$ cat config.mk
export PLATFORM = sky130hd
export DESIGN_NAME = tdsr_lane_div
export DESIGN_NICKNAME = d
export VERILOG_FILES = /design/src/hdl/tdsr_pkg.sv /design/src/hdl/tdsr_lane_div.sv
export SDC_FILE = /design/constraint.sdc
export NUM_CORES = 1
export LEC_CHECK = 0
export ABC_AREA = 1
export ABC_CLOCK_PERIOD_IN_PS = 7400
export BUFFER_PORTS_ARGS = -buffer_cell sky130_fd_sc_hd__buf_2
export CORE_ASPECT_RATIO = 0.75
export CORE_MARGIN = 2
export CORE_UTILIZATION = 45
export DETAILED_ROUTE_END_ITERATION = 16
export SYNTH_ARGS = -nofsm -noshare
export SYNTH_HDL_FRONTEND = slang
export SYNTH_SLANG_ARGS = --single-unit
$ cat constraint.sdc
create_clock -name vclk -period 7.4
set_clock_uncertainty 0.05 [all_clocks]
set_input_delay 1.48 -clock vclk [all_inputs]
set_output_delay 1.48 -clock vclk [all_outputs]
set_load 0.01 [all_outputs]
$ cat src/hdl/tdsr_pkg.sv
// tdsr_pkg: shared types, codes and constants of the tile depth-stencil store
// used by tdsr_frag_test, tdsr_lane_div and the core module; depends on nothing

package tdsr_pkg;

    // field widths fixed by the interface
    localparam int DEPTH_W   = 24;
    localparam int STEN_W    = 8;
    localparam int COLOR_W   = 32;
    localparam int PIX_W     = 10;
    localparam int SMP_W     = 2;
    localparam int CFG_IDX_W = 3;
    localparam int CFG_W     = 32;
    localparam int SCNT_W    = 3;

    // resolve arithmetic: up to eight samples of one byte lane
    localparam int LANES       = 4;
    localparam int LANE_W      = 8;
    localparam int SUM_W       = 11;
    localparam int NS_W        = 4;
    localparam int RECIP_W     = 15;
    localparam int RECIP_SHIFT = 14;

    // request codes
    localparam logic [1:0] REQ_FRAG    = 2'd0;
    localparam logic [1:0] REQ_CLEAR   = 2'd1;
    localparam logic [1:0] REQ_RESOLVE = 2'd2;

    // stencil function codes
    localparam logic [1:0] SFN_ALWAYS = 2'd0;
    localparam logic [1:0] SFN_EQUAL  = 2'd1;
    localparam logic [1:0] SFN_NEQUAL = 2'd2;

    // stencil operation codes
    localparam logic [1:0] SOP_KEEP    = 2'd0;
    localparam logic [1:0] SOP_REPLACE = 2'd1;
    localparam logic [1:0] SOP_INCR    = 2'd2;
    localparam logic [1:0] SOP_ZERO    = 2'd3;

    // configuration register indexes
    localparam logic [CFG_IDX_W-1:0] CFG_SAMPLE_COUNT  = 3'd0;
    localparam logic [CFG_IDX_W-1:0] CFG_CLEAR_COLOR   = 3'd1;
    localparam logic [CFG_IDX_W-1:0] CFG_CLEAR_DEPTH   = 3'd2;
    localparam logic [CFG_IDX_W-1:0] CFG_CLEAR_STENCIL = 3'd3;
    localparam logic [CFG_IDX_W-1:0] CFG_STEN_RESOLVE  = 3'd4;

    localparam logic [STEN_W-1:0] STEN_MAX = 8'hFF;

    // fragment command as seen by the test unit
    typedef struct packed {
        logic               st_en;
        logic [1:0]         st_func;
        logic [STEN_W-1:0]  st_ref;
        logic [1:0]         st_op;
        logic [DEPTH_W-1:0] depth;
    } t_frag_cmd;

    // test outcome and the depth-stencil word to store
    typedef struct packed {
        logic               pass;
        logic [COLOR_W-1:0] ds_word;
    } t_frag_res;

    // ceil(2^14 / n): exact floor division of an 11-bit sum by n in 1..8
    function automatic logic [RECIP_W-1:0] f_recip(input logic [NS_W-1:0] ns);
        logic [RECIP_W-1:0] m;
        case (ns)
            4'd1:    m = 15'd16384;
            4'd2:    m = 15'd8192;
            4'd3:    m = 15'd5462;
            4'd4:    m = 15'd4096;
            4'd5:    m = 15'd3277;
            4'd6:    m = 15'd2731;
            4'd7:    m = 15'd2341;
            4'd8:    m = 15'd2048;
            default: m = 15'd16384;
        endcase
        return m;
    endfunction

endpackage

$ cat src/hdl/tdsr_lane_div.sv
// tdsr_lane_div: floor division of one byte-lane sum by the sample count
// by reciprocal multiply; uses tdsr_pkg

module tdsr_lane_div (
    input  logic [tdsr_pkg::SUM_W-1:0]  i_sum,
    input  logic [tdsr_pkg::NS_W-1:0]   i_ns,
    output logic [tdsr_pkg::LANE_W-1:0] o_quot
);
    import tdsr_pkg::*;

    logic [SUM_W+RECIP_W-1:0] prod;

    // sum * ceil(2^14/n) >> 14 is exact for sums below 2048
    assign prod   = (SUM_W+RECIP_W)'(i_sum) * (SUM_W+RECIP_W)'(f_recip(i_ns));
    assign o_quot = prod[RECIP_SHIFT +: LANE_W];

endmodule

## Word level (Yosys, flattened, before mapping)

Memories as Yosys holds them, arrays and structs flattened.
Index checks and enable logic that the tools add are counted.

- Memory bits (read-only): 240
- Bits in latches: 0
- Memory bits (writable): 0
- Memories kept: 1
- Register bits after elaboration: 0

Memory list:

| name | words | bits a word | rd ports | clocked after Yosys merged registers in | write ports | RTL line | RTL |
|---|---|---|---|---|---|---|---|
| (no name shown) | 16 | 15 | 1 | 0 | 0 | tdsr_pkg.sv:67 | `case (ns)` |

- $mul: 1
- Eq/ne operators: 0
- Shifts and indexed selects: 0
- Magnitude comparators: 0
- Add/subtract/negate cells: 0
- Mux-type cells: 0
- Div/mod/pow operators: 0
- Bitwise gates (word level): 0
- Reductions and logical operators: 0

Operators with widths:

| kind | count |
|---|---|
| 11-bit by 15-bit multiplier with 22-bit output | 1 |

## Longest topological paths before layout

An unclocked memory read counts as a cell.

- Depth after elaboration: 2
- Gate-level depth with buffers: 29

## Least setup slack after synthesis

No wires, ideal clock.

- Path type: input port to output port
- From: input i_ns[0] (netlist name)
- To: output o_quot[7] (netlist name)
- Arrival: 6.090 ns
- Stages on the path: 23
- Path buffers: 0
- Setup slack: -0.220 ns
- Required time: 5.870 ns
- Cell sequence: ha_1 > nand2_2 > inv_1 > a21oi_2 > inv_1 > nand2_1 > fa_1 > fa_1 > inv_1 > fa_1 > fa_1 > inv_1 > fa_1 > inv_1 > ha_1 > a21oi_1 > a21boi_0 > nand2_1 > nand2_1 > nand2_1 > nor2_1 > nand3_1 > nand2_1

- Longest elaborated chain between the ends: 2

RTL lines:

| what | RTL line | RTL |
|---|---|---|
| start, declared | tdsr_lane_div.sv:6 | `input logic [tdsr_pkg::NS_W-1:0] i_ns,` |
| memory read 16 x 15 bit | n/a |  |
| 11-bit by 15-bit multiplier with 22-bit output | tdsr_lane_div.sv:14 | `assign prod = (SUM_W+RECIP_W)'(i_sum) * (SUM_W+RECIP_W)'(f_recip(i_ns));` |
| end, declared | tdsr_lane_div.sv:7 | `output logic [tdsr_pkg::LANE_W-1:0] o_quot` |

No other way between the ends.

## Worst setup path in the final report

- From: input i_ns[1] (netlist name)
- To: output o_quot[7] (netlist name)

The elaborated chain is that of the path after synthesis.

==> out/qor.yml <==
synth_top_cell_by_area: "fa_1"
grt_pass1_wl_um: 25700
slew_headroom: 0.733
synthSimpleGateAreaFrac: 0.217
first_iter_violations: 265
start_kind: "input port"
critPathRequiredTime_ns: 5.87
synth_mux_area_frac: 0
grt_max_degree: 12
antenna_found_initial: 0
setup_slack_ns: -0.493
rows: 33
syn_area_um2: 4950
routed-wl-met2_um: 6700
intPower_w: 0.000366
boundaryPins: 23
setup_violations: 8
gr-total-overflow: 0
path_buf_inv: 10
nNetsFinal: 1002
final.period_utilization: 1.07
grt_pass1_vias: 5183
post-dp-hpwl_um: 12800
top_layer_used: "met4"
cp_slowest_stage_delay_ns: 0.55
ys_types: 26
critical_path.top_delay_family: "adder cells"
whs_ns: 3.59
yosys-top-cells-area: "fa_1 (45%), inv_1 (16%), ha_1 (12%), nand2_1 (10%), nor2_1 (7.3%)"
synth_top_area_share: 0.445
finalSetupTns_ns: -3.33
peakVddDrop_mv: 0.122
crit_type: "in2out"
utilization: 0.625
violations: "negative setup slack"
fmaxAchievable_ghz: 0.127
outcome: "finished with violations"
track_usage: 0.276
port-buffer-count: 23
synthAdderAreaFrac: 0.569
drv_slew: 0
synth_top_family_by_area: "adder cells"
gp_congestion: 0.998
fp.dieH_um: 94.8
synthCells: 681
die_area_um2: 11900
synthToLayoutAreaGrowth_pct: 36.6
critPathSlowestCell: "fa_2"
clockPowerShare: 0
die_x_um: 125
wl_um: 15000
synth_seq_area_share: 0
cp-end-kind: "output pin"
crit_top_cell: "nand2_1"
num-clock-buffers: 0
synth_nets: 855
regArea_um2: 0
worstPathArrival_ns: 6.36
hold_class: "in2out"
rsz0062_at_grt: "true"
met3_length_um: 865
dr.pass1.iters: 4
p_sw_w: 0.000429
synth_compound_area_frac: 0.0402
hold_viol: 0
power_density_nw_per_um2: 118
critPathMaxFanout: 8
avgViaCountPerCell: 4.85
syn_avg_cell_area_um2: 7.27
start_util: 0.457
yosys_warnings: 0
power.leakage_nw: 3.69
post_drt_wl_per_cell_um: 15.5
fin_crit_ns: 7.89
drtAntennaViolNets: 0
wl_met1_um: 7140
core-area_um2: 10800
synthXorXnorAreaFrac: 0.0106
drive_gt1_frac: 0.308
combPwrFrac: 1.000
drc_errors: 0
max_cap_viol_count: 0
num_vias: 4689
p_sw_frac: 0.540
diodes: 0
tightest_slew_ns: 0.398
nFlopsAndLatches: 0
pwr-share-seq: 0
[kinds of logic after synthesis]
logic type      Yosys count
fa+ha+maj               159
xor+xnor                  6
compound gates           35
buf+inv                 215
simple gates            266
[per-stage QoR]
step	std cells	worst slack (ns)	total power, W	area (µm²)
after floorplan	681	0.00290	0.000353	4960
after global placement	951	-0.730	0.000602	6090
after detailed placement	951	-0.751	0.000609	6090
after CTS	963	-0.387	0.000730	6560
after global routing	966	-0.664	0.000888	6760
final	966	-0.493	0.000796	6760
[synthesized netlist by cell type]
library cell  instances
nor2_1               96
nand3_1              17
o21bai_1              2
a21o_1                2
xor2_1                6
nor2_4                1
a21oi_2               1
buf_1                 1
clkbuf_1              4
a21boi_0              2
inv_2                 1
nand3b_1              1
and3_1                1
nand4_1               5
ha_1                 49
nor4_1                2
a21oi_1              18
inv_1               208
nand2_2               4
nand2_4               1
nand3_2               1
nand2_1             137
fa_1                110
o21a_1                2
clkinv_1              1
o21ai_0               8
[power by group through the flow]
stage	clock (W)	combinational, W	sequential (W)
floorplan	0	0.000353	0
global placement	0	0.000602	0
detailed placement	0	0.000609	0
CTS	0	0.000730	0
global route	0	0.000888	0
finish	0	0.000796	0
[routing by layer]
| layer | track usage | vias up |
|---|---|---|
| met3 | 0.0334 | 18 |
| li1 | - | 2252 |
| met4 | 0.0546 | 0 |
| met5 | 0 | - |
| met2 | 0.460 | 129 |
| met1 | 0.396 | 2290 |
[cell type report]
type	instances	area, µm²
inverter	210	801
tap	140	175
timing repair buffer	150	1170
multi-input combinational	466	4610
fill	939	4060
[path summary, 6_finish.rpt]
kind | start | to | slack [ns] | depth (start not counted)
max | i_ns[1] | o_quot[7] | -0.49 | 28
min | i_sum[0] | o_quot[6] | 3.59 | 7
[repair_timing]
action	CTS	global route
buffers inserted	13	3
pin swaps	52	36
setup endpoints to repair	8	8
resized for setup	99	53
hold buffers	0	0
[cell usage in the layout, fill, tap and decap left out, types with 10 or more instances in the layout]
cell type,synthesis,layout
nand2_4,1,10
fa_1,110,103
inv_2,1,19
nand2_1,137,120
inv_1,208,185
nor2_1,96,79
buf_2,0,19
buf_4,0,113
nand2_2,4,11
ha_4,0,12
ha_1,49,35
nand3_1,17,15
nor2_2,0,10
buf_6,0,14
Note: power is estimated with default switching activity, not from simulation.
